<file path="src/hdl/rdmc_pkg.sv">
// types and constants for the ramped dshot motor command unit
`timescale 1ns / 1ps
`default_nettype none

package rdmc_pkg;

  // configuration register indexes
  localparam logic [2:0] CFG_PROTOCOL_MODE = 3'd0;
  localparam logic [2:0] CFG_RAMP_INTERVAL = 3'd1;
  localparam logic [2:0] CFG_SEND_INTERVAL = 3'd2;
  localparam logic [2:0] CFG_FULL_SCALE    = 3'd3;
  localparam logic [2:0] CFG_ONE_WIDTH     = 3'd4;
  localparam logic [2:0] CFG_ZERO_WIDTH    = 3'd5;

  // protocol mode codes
  localparam logic MODE_DSHOT    = 1'b0;
  localparam logic MODE_ONESHOT  = 1'b1;

  // command and compare value constants
  localparam logic [11:0] DSHOT_SPAN     = 12'd999;
  localparam logic [11:0] DSHOT_REVERSE  = 12'd1001;
  localparam logic [11:0] DSHOT_OFFSET   = 12'd48;
  localparam logic [11:0] DSHOT_CMD_MAX  = 12'd2047;
  localparam logic [11:0] ONESHOT_SPAN   = 12'd2500;
  localparam logic [15:0] ONESHOT_CENTER = 16'd7500;

  // reset values of the configuration registers
  localparam logic [31:0] RAMP_INTERVAL_RST = 32'd1000;
  localparam logic [31:0] SEND_INTERVAL_RST = 32'd1000;
  localparam logic [14:0] FULL_SCALE_RST    = 15'd1000;

  // divider geometry: 27 bit product, 13 quotient bits
  localparam int PROD_W = 27;
  localparam int QUOT_W = 13;

  // sequencer states
  typedef enum logic [6:0] {
    ST_IDLE = 7'b0000001,
    ST_RAMP = 7'b0000010,
    ST_MULT = 7'b0000100,
    ST_PRE  = 7'b0001000,
    ST_DIV  = 7'b0010000,
    ST_FIN  = 7'b0100000,
    ST_EMIT = 7'b1000000
  } rdmc_state_t;

endpackage

`default_nettype wire

</file>
<file path="src/hdl/ramped_dshot_motor_command_unit.sv">
// ramped speed setpoint to dshot frame or oneshot125 compare value encoder
// a new item is accepted only when the sequencer is idle; the quotient comes from the
//   13-step bit-serial divider, and a saturated quotient or a zero dshot speed skips
//   the divider
// a dshot item with a frame due gives 16 frame bits, which leave the frame shift register
//   one per cycle when taken, a oneshot125 item one word, and one with no frame due none
// reset: synchronous, clears the speed, both time stamps, the sequencer and the output
//   valid, and loads the configuration defaults
`timescale 1ns / 1ps
`default_nettype none

module ramped_dshot_motor_command_unit
  import rdmc_pkg::*;
(
  input  wire logic               clk,
  input  wire logic               rst,
  // configuration write port
  input  wire logic               cfg_wr_en,
  input  wire logic [2:0]         cfg_index,
  input  wire logic [31:0]        cfg_data,
  // input words
  input  wire logic               in_valid,
  output logic                    in_ready,
  input  wire logic [31:0]        now_us,
  input  wire logic signed [15:0] target_speed,
  // result words
  output logic                    out_valid,
  input  wire logic               out_ready,
  output logic [15:0]             pulse_value,
  output logic [10:0]             command_word,
  output logic                    last_pulse
);

  // configuration registers
  logic        protocol_mode;
  logic [31:0] ramp_interval_us;
  logic [31:0] send_interval_us;
  logic [14:0] full_scale_speed;
  logic [15:0] one_bit_width;
  logic [15:0] zero_bit_width;

  // state
  rdmc_state_t        state;
  logic signed [15:0] present_speed;
  logic [31:0]        last_ramp_time;
  logic [31:0]        last_send_time;

  // working registers
  logic [31:0]        now_q;
  logic signed [15:0] target_q;
  logic               mode_q;
  logic               send_due;
  logic               neg_q;
  logic               mag_zero;
  logic [PROD_W-1:0]  product;
  logic [14:0]        rem;
  logic [QUOT_W-1:0]  dq;
  logic               sat;
  logic [3:0]         cnt;
  logic [15:0]        frame_sr;
  logic [10:0]        cmd_q;

  // combinational helpers
  logic               in_acc;
  logic               out_load;
  logic               out_set;
  logic [14:0]        divisor;
  logic [31:0]        ramp_diff;
  logic [31:0]        send_diff;
  logic [15:0]        mag;
  logic [11:0]        span;
  logic [15:0]        rem_shift;
  logic               rem_ge;
  logic [11:0]        scaled;
  logic [11:0]        cmd_sum;
  logic [10:0]        cmd_val;
  logic [11:0]        v_bits;
  logic [3:0]         csum;

  assign in_ready = (state == ST_IDLE);
  assign in_acc   = in_valid && in_ready;
  assign out_load = !out_valid || out_ready;

  // a new output word is loaded this cycle
  assign out_set = ((state == ST_FIN) && (mode_q == MODE_ONESHOT) && out_load) ||
                   ((state == ST_EMIT) && out_load);

  // zero full scale counts as one
  assign divisor = (full_scale_speed == 15'd0) ? 15'd1 : full_scale_speed;

  // wrapping time differences
  assign ramp_diff = now_q - last_ramp_time;
  assign send_diff = now_q - last_send_time;

  // magnitude and span of the present speed
  assign mag  = present_speed[15] ? 16'(-present_speed) : 16'(present_speed);
  assign span = (mode_q == MODE_ONESHOT) ? ONESHOT_SPAN : DSHOT_SPAN;

  // one restoring division step
  assign rem_shift = {rem, dq[QUOT_W-1]};
  assign rem_ge    = (rem_shift >= {1'b0, divisor});

  // clamp the quotient to the span
  always_comb begin
    if (sat || (dq > {1'b0, span})) begin
      scaled = span;
    end else begin
      scaled = dq[11:0];
    end
  end

  // dshot command and checksum
  always_comb begin
    cmd_sum = scaled + (neg_q ? DSHOT_REVERSE : 12'd0) + DSHOT_OFFSET;
    if (mag_zero) begin
      cmd_val = 11'd0;
    end else if (cmd_sum > DSHOT_CMD_MAX) begin
      cmd_val = DSHOT_CMD_MAX[10:0];
    end else begin
      cmd_val = cmd_sum[10:0];
    end
    v_bits = {cmd_val, 1'b0};
    csum   = v_bits[3:0] ^ v_bits[7:4] ^ v_bits[11:8];
  end

  // configuration writes
  always_ff @(posedge clk) begin
    if (rst) begin
      protocol_mode    <= MODE_DSHOT;
      ramp_interval_us <= RAMP_INTERVAL_RST;
      send_interval_us <= SEND_INTERVAL_RST;
      full_scale_speed <= FULL_SCALE_RST;
      one_bit_width    <= 16'd0;
      zero_bit_width   <= 16'd0;
    end else if (cfg_wr_en) begin
      case (cfg_index)
        CFG_PROTOCOL_MODE: protocol_mode    <= cfg_data[0];
        CFG_RAMP_INTERVAL: ramp_interval_us <= cfg_data;
        CFG_SEND_INTERVAL: send_interval_us <= cfg_data;
        CFG_FULL_SCALE:    full_scale_speed <= cfg_data[14:0];
        CFG_ONE_WIDTH:     one_bit_width    <= cfg_data[15:0];
        CFG_ZERO_WIDTH:    zero_bit_width   <= cfg_data[15:0];
        default: ;
      endcase
    end
  end

  // sequencer, speed ramp and output valid
  always_ff @(posedge clk) begin
    if (rst) begin
      state          <= ST_IDLE;
      present_speed  <= 16'sd0;
      last_ramp_time <= 32'd0;
      last_send_time <= 32'd0;
      out_valid      <= 1'b0;
    end else begin
      if (out_set) begin
        out_valid <= 1'b1;
      end else if (out_ready) begin
        out_valid <= 1'b0;
      end
      case (state)
        ST_IDLE: begin
          if (in_acc) begin
            state <= ST_RAMP;
          end
        end
        ST_RAMP: begin
          if (ramp_diff > ramp_interval_us) begin
            last_ramp_time <= now_q;
            if (present_speed > target_q) begin
              present_speed <= present_speed - 16'sd1;
            end else if (present_speed < target_q) begin
              present_speed <= present_speed + 16'sd1;
            end
          end
          if ((mode_q == MODE_DSHOT) && (send_diff >= send_interval_us)) begin
            last_send_time <= now_q;
          end
          state <= ST_MULT;
        end
        ST_MULT: begin
          if ((mode_q == MODE_DSHOT) && !send_due) begin
            state <= ST_IDLE;
          end else if ((mode_q == MODE_DSHOT) && (mag == 16'd0)) begin
            state <= ST_FIN;
          end else begin
            state <= ST_PRE;
          end
        end
        ST_PRE: begin
          if ({1'b0, product[PROD_W-1:QUOT_W]} >= divisor) begin
            state <= ST_FIN;
          end else begin
            state <= ST_DIV;
          end
        end
        ST_DIV: begin
          if (cnt == 4'(QUOT_W - 1)) begin
            state <= ST_FIN;
          end
        end
        ST_FIN: begin
          if (mode_q == MODE_DSHOT) begin
            state <= ST_EMIT;
          end else if (out_load) begin
            state <= ST_IDLE;
          end
        end
        ST_EMIT: begin
          if (out_load && (cnt == 4'd15)) begin
            state <= ST_IDLE;
          end
        end
        default: state <= ST_IDLE;
      endcase
    end
  end

  // datapath: capture, multiply, bit-serial divide, frame shift
  always_ff @(posedge clk) begin
    case (state)
      ST_IDLE: begin
        if (in_acc) begin
          now_q    <= now_us;
          target_q <= target_speed;
          mode_q   <= protocol_mode;
        end
      end
      ST_RAMP: begin
        send_due <= (send_diff >= send_interval_us);
      end
      ST_MULT: begin
        neg_q    <= present_speed[15];
        mag_zero <= (mag == 16'd0);
        product  <= PROD_W'(mag * span);
        sat      <= 1'b0;
        dq       <= '0;
      end
      ST_PRE: begin
        sat <= ({1'b0, product[PROD_W-1:QUOT_W]} >= divisor);
        rem <= {1'b0, product[PROD_W-1:QUOT_W]};
        dq  <= product[QUOT_W-1:0];
        cnt <= 4'd0;
      end
      ST_DIV: begin
        rem <= rem_ge ? 15'(rem_shift - {1'b0, divisor}) : rem_shift[14:0];
        dq  <= {dq[QUOT_W-2:0], rem_ge};
        cnt <= cnt + 4'd1;
      end
      ST_FIN: begin
        cmd_q    <= cmd_val;
        frame_sr <= {v_bits, csum};
        cnt      <= 4'd0;
        if ((mode_q == MODE_ONESHOT) && out_load) begin
          pulse_value  <= neg_q ? (ONESHOT_CENTER + 16'(scaled))
                                : (ONESHOT_CENTER - 16'(scaled));
          command_word <= 11'd0;
          last_pulse   <= 1'b1;
        end
      end
      ST_EMIT: begin
        if (out_load) begin
          pulse_value  <= frame_sr[15] ? one_bit_width : zero_bit_width;
          command_word <= cmd_q;
          last_pulse   <= (cnt == 4'd15);
          frame_sr     <= {frame_sr[14:0], 1'b0};
          cnt          <= cnt + 4'd1;
        end
      end
      default: ;
    endcase
  end

  // an accepted word always starts the ramp step
  assert property (@(posedge clk) disable iff (rst) in_acc |=> (state == ST_RAMP))
    else $error("accepted word did not start the ramp step");

  // the ramped speed moves by at most one per cycle
  assert property (@(posedge clk) disable iff (rst)
    !rst |=> (present_speed == $past(present_speed)) ||
             (present_speed == $past(present_speed) + 16'sd1) ||
             (present_speed == $past(present_speed) - 16'sd1))
    else $error("present speed stepped by more than one");

  // divider remainder stays below the divisor
  assert property (@(posedge clk) disable iff (rst)
    (state == ST_DIV) |-> ({1'b0, rem} < {1'b0, divisor}))
    else $error("division remainder out of range");

  // the sixteenth frame bit ends the item
  assert property (@(posedge clk) disable iff (rst)
    ((state == ST_EMIT) && out_load && (cnt == 4'd15)) |=> (state == ST_IDLE) && last_pulse)
    else $error("frame did not end after sixteen bits");

endmodule

`default_nettype wire

</file>
<file path="config.mk">
export PLATFORM = sky130hd
export DESIGN_NAME = ramped_dshot_motor_command_unit
export DESIGN_NICKNAME = d
export VERILOG_FILES = /design/src/hdl/rdmc_pkg.sv /design/src/hdl/ramped_dshot_motor_command_unit.sv
export SDC_FILE = /design/constraint.sdc
export NUM_CORES = 1
export LEC_CHECK = 0
export BUFFER_PORTS_ARGS = -buffer_cell sky130_fd_sc_hd__buf_2
export CAP_MARGIN = 20
export CORE_ASPECT_RATIO = 0.75
export CORE_MARGIN = 2
export CORE_UTILIZATION = 63
export CTS_CLUSTER_DIAMETER = 100
export DETAILED_ROUTE_END_ITERATION = 6
export HOLD_SLACK_MARGIN = 0.06
export PLACE_DENSITY = 0.78
export SYNTH_ARGS = -nofsm -noshare
export SYNTH_HDL_FRONTEND = slang
export SYNTH_SLANG_ARGS = --single-unit
</file>
<file path="constraint.sdc">
create_clock -name clk -period 8 [get_ports clk]
set_clock_uncertainty 0.2 [all_clocks]
set_input_delay 0.8 -clock clk [delete_from_list [all_inputs] [get_ports clk]]
set_output_delay 0.8 -clock clk [all_outputs]
set_load 0.05 [all_outputs]
</file>
==> qor.yml, run 1 <==
synthesis:
  yosysWarningCount: 0
  ys_seq_elements: 367
  synth.cell_area_um2: 26000
  yosysTopAreaCell: "edfxtp_1"
  synth_enable_flop_cells: 167
  synth-async-reset-ratio: 0
  synth.distinct_cells: 85
  netlist_instances: 2879
  synth_area_leaders: "edfxtp_1 19%, dfxtp_1 15%, ha_1 14%"
  synth_top_area_share: 0.193
  seq_area_frac_synth: 0.347
  synth-main-ff-cell: "dfxtp_1"
  avgSynthCellArea_um2: 9.03
run_status:
  status: "complete, no violations"
place:
  post-place-ws_ns: 0.427
  gp_congestion: 0.942
  portBuffers: 117
  dp_hpwl_um: 47000
  place_inst: 3466
global_route:
  grt_antenna_before_repair: 1
  grt_pass1_vias: 20178
  grt_first_pass_wirelength_um: 101000
  grt_use_total: 0.288
  grt_max_degree: 127
  grt_overflow: 0
final_layout:
  final_common_cell: "nand2_1"
  syn2layout_area_growth_pct: 10.0
  layout_common_cells: "370 x nand2_1, 368 x inv_1, 291 x ha_1"
  fillCellCount: 3099
  drive_gt1_frac: 0.0843
  final_util: 0.702
  stdcell_count: 3542
  nNetsFinal: 3457
sta:
  setup-tns-final_ns: 0
  final-setup-viol-count: 0
  slew_headroom: 0.330
  rsz0062_at_grt: "false"
  timing.final.max_slew_violations: 0
  fin_crit_ns: 7.57
  min_period_over_period: 0.946
  setup_ws_ns: 0.433
  max_freq_mhz: 132
  worst_slew_pin_slew_ns: 1.00
  hold_violations: 0
floorplanning:
  ios: 118
  die_h_um: 180
  die_w_um: 239
  rows: 64
  dieArea_um2: 42900
  core_um2: 40800
  initial_utilization: 0.638
drt:
  drt_iter0_markers: 1506
  via_count: 20662
  ant_nets: 0
  drc: 0
  firstDrtPassIters: 7
  wl_um: 62200
  wl_per_cell_um: 17.6
  viasPerCell: 5.83
clock_network:
  htreeDepth: 2
  clock-sinks: 367
  cts-resized-gates: 0
  clk_latency_ns: 0.56
  postCtsSetupRepairBufs: 0
  ctsHoldBuffers: 0
  cts_max_path_buffers: 3
  path_clk_slew_ns: 0.07
  cts_tree: "yes"
  root_buffer: "clkbuf_16"
  cts_made_buffers: 39
min_path:
  min-delay-start: "now_us[13]"
  hold_class: "in -> reg"
  min_path_cells: 1
worst_setup_path:
  arrival_ns: 7.68
  crit_fanout: 9
  rr_startpoint: "present_speed[0]"
  r2r_cells: 26
  startpoint_type: "flip-flop"
  cp.required_ns: 8.11
  cp-startpoint: "present_speed[0]"
  criticalPathCategory: "reg -> reg"
  critPathCaptureType: "flip-flop"
power:
  powerDensity_nw_per_um2: 279
  ir_drop_mv: 0.193
  cellLeakagePower_uw: 0.0130
  power_uw: 7980
flow_run:
  maxCapViolCount: 0
sequential cells by signal, summed over array words and instances (netlist names), 4 cells and up:
register	count
zero_bit_width	16
full_scale_speed	15
one_bit_width	16
dq	13
product	27
cnt	4
present_speed	16
command_word	11
pulse_value	16
ramp_interval_us	32
send_interval_us	32
frame_sr	16
now_q	32
target_q	16
rem	15
state	7
last_send_time	32
cmd_q	11
last_ramp_time	32
layer usage:
layer,part of all wire,vias to the layer above,GRT usage
li1,-,10032,-
met1,0.46,9819,0.415
met2,0.44,708,0.454
met3,0.067,103,0.0401
met4,0.028,0,0.0870
met5,0,-,0
worst max-delay path, cell delays in order, from the launching register on:
cell and delay, ns:
dfxtp_1 0.38, inv_2 0.21, ha_1 0.21, nand2_1 0.07
or3_1 0.36, nand2_1 0.10, xor2_1 0.37, inv_1 0.23
fa_1 0.57, inv_1 0.05, fa_1 0.47, inv_1 0.05
fa_1 0.53, inv_1 0.05, fa_1 0.53, inv_1 0.05
fa_1 0.50, ha_1 0.38, a21o_1 0.20, a21oi_1 0.20
o21bai_1 0.14, a31o_2 0.25, a221oi_1 0.49, o21ai_1 0.18
a41o_1 0.27, a21oi_1 0.18, xnor2_1 0.09
cell usage after synthesis (23+ instances only):
| master | number |
|---|---|
| xnor2_1 | 105 |
| fa_1 | 96 |
| xor2_1 | 36 |
| nand4_1 | 30 |
| and3_1 | 27 |
| nand3_1 | 32 |
| a21o_1 | 57 |
| nand2_1 | 370 |
| clkbuf_1 | 76 |
| nand3b_1 | 23 |
| ha_1 | 291 |
| nor3_1 | 31 |
| dfxtp_1 | 200 |
| edfxtp_1 | 167 |
| o21ai_0 | 98 |
| mux2i_1 | 80 |
| nor2b_1 | 26 |
| a211oi_1 | 24 |
| a21oi_1 | 267 |
| inv_1 | 368 |
| nor2_1 | 206 |
per-stage QoR:
stage	hold slack, ns	cell area [um2]
2_1_floorplan	0.208	26000
3_3_place_gp	0.240	27100
3_5_place_dp	0.247	27100
4_1_cts	0.189	28600
5_1_grt	0.198	28600
6_report	0.211	28600
report_power, final:
group / switching (uW) / internal [uW]
logic: 2160 / 1470
clock network: 800 / 1230
registers: 121 / 2200
cells by family (layout without fill, tap and decap cells):
logic type      after synthesis  count (layout)  share of synthesized area
compound gates              604             604                      0.144
xor+xnor                    143             143                     0.0488
fa+ha+maj                   387             387                      0.214
buf+inv                     464             587                     0.0684
flops                       367             367                      0.347
mux                          85              85                     0.0331
other cells                   2              14                   0.000289
simple gates                827             827                      0.144
cell type report:
class                      count  area [um2]  area share
multi-input combinational   2059       15300       0.534
clock buffer                  52        1170      0.0410
sequential                   367        9020       0.315
clock inverter                20         283     0.00989
inverter                     371        1390      0.0487
timing repair buffer         144         802      0.0280
tap                          528         661      0.0231
antenna                        1        2.50   0.0000875
path summary, 6_finish.rpt:
| path | end | slack [ns] |
|---|---|---|
| worst max-delay path | product[25] | 0.43 |
| worst min register to register | zero_bit_width[13] | 0.26 |
| worst max register to register | product[25] | 0.43 |
| worst min-delay path | now_q[13] | 0.21 |
(Power assumes the default switching activity.)
==> run 2: changes to the inputs <==
--- a/config.mk
+++ b/config.mk
@@ -8,7 +8,7 @@
 export BUFFER_PORTS_ARGS = -buffer_cell sky130_fd_sc_hd__buf_2
 export CAP_MARGIN = 20
 export CORE_ASPECT_RATIO = 0.75
-export CORE_MARGIN = 2
+export CORE_MARGIN = 4
 export CORE_UTILIZATION = 63
 export CTS_CLUSTER_DIAMETER = 100
 export DETAILED_ROUTE_END_ITERATION = 6
==> constraint.sdc (replaced) <==
create_clock -name clk -period 8.5 [get_ports clk]
set_clock_uncertainty 0.2 [all_clocks]
set_input_delay 0.85 -clock clk [delete_from_list [all_inputs] [get_ports clk]]
set_output_delay 0.85 -clock clk [all_outputs]
set_load 0.05 [all_outputs]
==> qor.yml, run 2 (same netlist as run 1, synthesis figures left out) <==
final_layout:
  drive_gt1_frac: 0.0799
  nNetsFinal: 3450
  layout_common_cells: "370 x nand2_1, 368 x inv_1, 291 x ha_1"
  final_common_cell: "nand2_1"
  fillCellCount: 3093
  syn2layout_area_growth_pct: 9.19
power:
  powerDensity_nw_per_um2: 259
  p_sw_frac: 0.394
  cellLeakagePower_uw: 0.0129
  internal_power_uw: 4450
  pwr-share-clk: 0.235
  seqPwrFrac: 0.298
  ir_drop_mv: 0.196
  combPwrFrac: 0.467
  switching_power_uw: 2890
clock_network:
  cts_tree: "yes"
  clk_latency_ns: 0.55
  cts_made_buffers: 38
  cts_max_path_buffers: 3
  clock-sinks: 367
  htreeDepth: 2
  ctsHoldBuffers: 0
  root_buffer: "clkbuf_16"
  path_clk_slew_ns: 0.07
  cts-resized-gates: 0
  postCtsSetupRepairBufs: 0
run_status:
  status: "complete, no violations"
sta:
  timing.final.max_slew_violations: 0
  min_period_over_period: 0.892
  slew_headroom: 0.330
  max_freq_mhz: 132
  final-setup-viol-count: 0
  hold_violations: 0
  worst_slew_pin_slew_ns: 1.01
  fin_hold_ws_ns: 0.229
  fin_crit_ns: 7.58
  setup-tns-final_ns: 0
  rsz0062_at_grt: "false"
worst_setup_path:
  criticalPathCategory: "reg -> reg"
  critPathBufInv: 6
  path_depth: 26
  arrival_ns: 7.68
  startpoint_type: "flip-flop"
  crit_fanout: 9
  crit_family: "adder cells"
  r2r_cells: 26
  r2r_setup_slack_ns: 0.92
  max_stage_delay_ns: 0.57
  cp-startpoint: "present_speed[0]"
  critPathCaptureType: "flip-flop"
  slowest_stage: "fa_1"
  rr_startpoint: "present_speed[0]"
  cp.required_ns: 8.60
  crit_path_end: "product[25]"
  reg2reg_to: "product[25]"
place:
  dp_hpwl_um: 47500
  gp_congestion: 0.924
  portBuffers: 117
global_route:
  grt_antenna_before_repair: 1
  grt_first_pass_wirelength_um: 101000
  grt_max_degree: 130
  grt_overflow: 0
  grt_pass1_vias: 20071
  grt_use_total: 0.274
min_path:
  hold_class: "reg -> reg"
drt:
  wl_um: 62100
  viasPerCell: 5.84
  wl_per_cell_um: 17.6
  drc: 0
  ant_nets: 0
  firstDrtPassIters: 7
  drt_iter0_markers: 1615
  via_count: 20633
floorplanning:
  dieArea_um2: 44600
  ios: 118
  rows: 64
  die_h_um: 184
  core_um2: 40800
  initial_utilization: 0.638
  die_w_um: 243
flow_run:
  maxCapViolCount: 0
==> run 2: cell types whose count changed in the layout (fill, tap and decap cells not counted), sizes merged <==
cell,previous run,this run
clkinv,12,6
clkbuf,52,54
buf,144,138
bufinv,6,2
inv,372,377
==> run 2: area by class of cell <==
type                       instances  area, um2  area share
antenna                            1       2.50   0.0000882
tap                              528        661      0.0233
clock buffer                      54       1120      0.0396
timing repair buffer             138        769      0.0271
inverter                         371       1390      0.0491
sequential                       367       9020       0.318
clock inverter                    15        151     0.00533
multi-input combinational       2059      15300       0.538
==> run 2: stage by stage <==
stage | cells | setup WS (ns) | utilization | total power [uW] | area (um2)
floorplan | 2890 | 1.52 | - | 4750 | 26000
global placement | 3461 | 1.13 | 0.665 | 5420 | 27100
detailed placement | 3461 | 0.917 | 0.665 | 5580 | 27100
CTS | 3530 | 0.888 | 0.696 | 7340 | 28400
global route | 3533 | 0.348 | 0.696 | 7900 | 28400
finish | 3533 | 0.917 | 0.696 | 7340 | 28400
==> run 2: power groups by stage <==
stage               clock network, uW  logic [uW]  registers [uW]
floorplan                           0        2540            2220
global placement                    0        3200            2220
detailed placement                  0        3360            2220
CTS                              1760        3400            2190
global route                     1830        3870            2200
finish                           1720        3430            2190
==> run 2: how the worst min path moves through the flow <==
stage          depth (start not counted)          start        end  slack (ns)
2_1_floorplan                          0  protocol_mode     mode_q        0.21
3_3_place_gp                           0  protocol_mode     mode_q        0.22
3_5_place_dp                           0  protocol_mode     mode_q        0.21
4_1_cts                                0  protocol_mode     mode_q        0.23
5_1_grt                                1     now_us[27]  now_q[27]        0.26
6_report                               0  protocol_mode     mode_q        0.23
==> run 2: worst register-to-register path, cell delays in order, from the launching register on <==
cell and delay (ns):
dfxtp_1 0.38, inv_2 0.20, ha_1 0.21, nand2_1 0.07, or3_1 0.37, nand2_1 0.10, xor2_1 0.38, inv_1 0.23
fa_1 0.57, inv_1 0.05, fa_1 0.47, inv_1 0.05, fa_1 0.53, inv_1 0.06, fa_1 0.52, inv_1 0.05
fa_1 0.48, ha_1 0.38, a21o_1 0.20, a21oi_1 0.18, o21bai_1 0.14, a31o_2 0.27, a221oi_1 0.52, o21ai_1 0.20
a41o_1 0.28, a21oi_1 0.17, xnor2_1 0.08
==> run 2: per-layer routing <==
metal / wire length, um / GRT usage
met1: 28600 / 0.392
met2: 27400 / 0.436
met3: 4330 / 0.0424
met4: 1780 / 0.0819
met5: 0 / 0
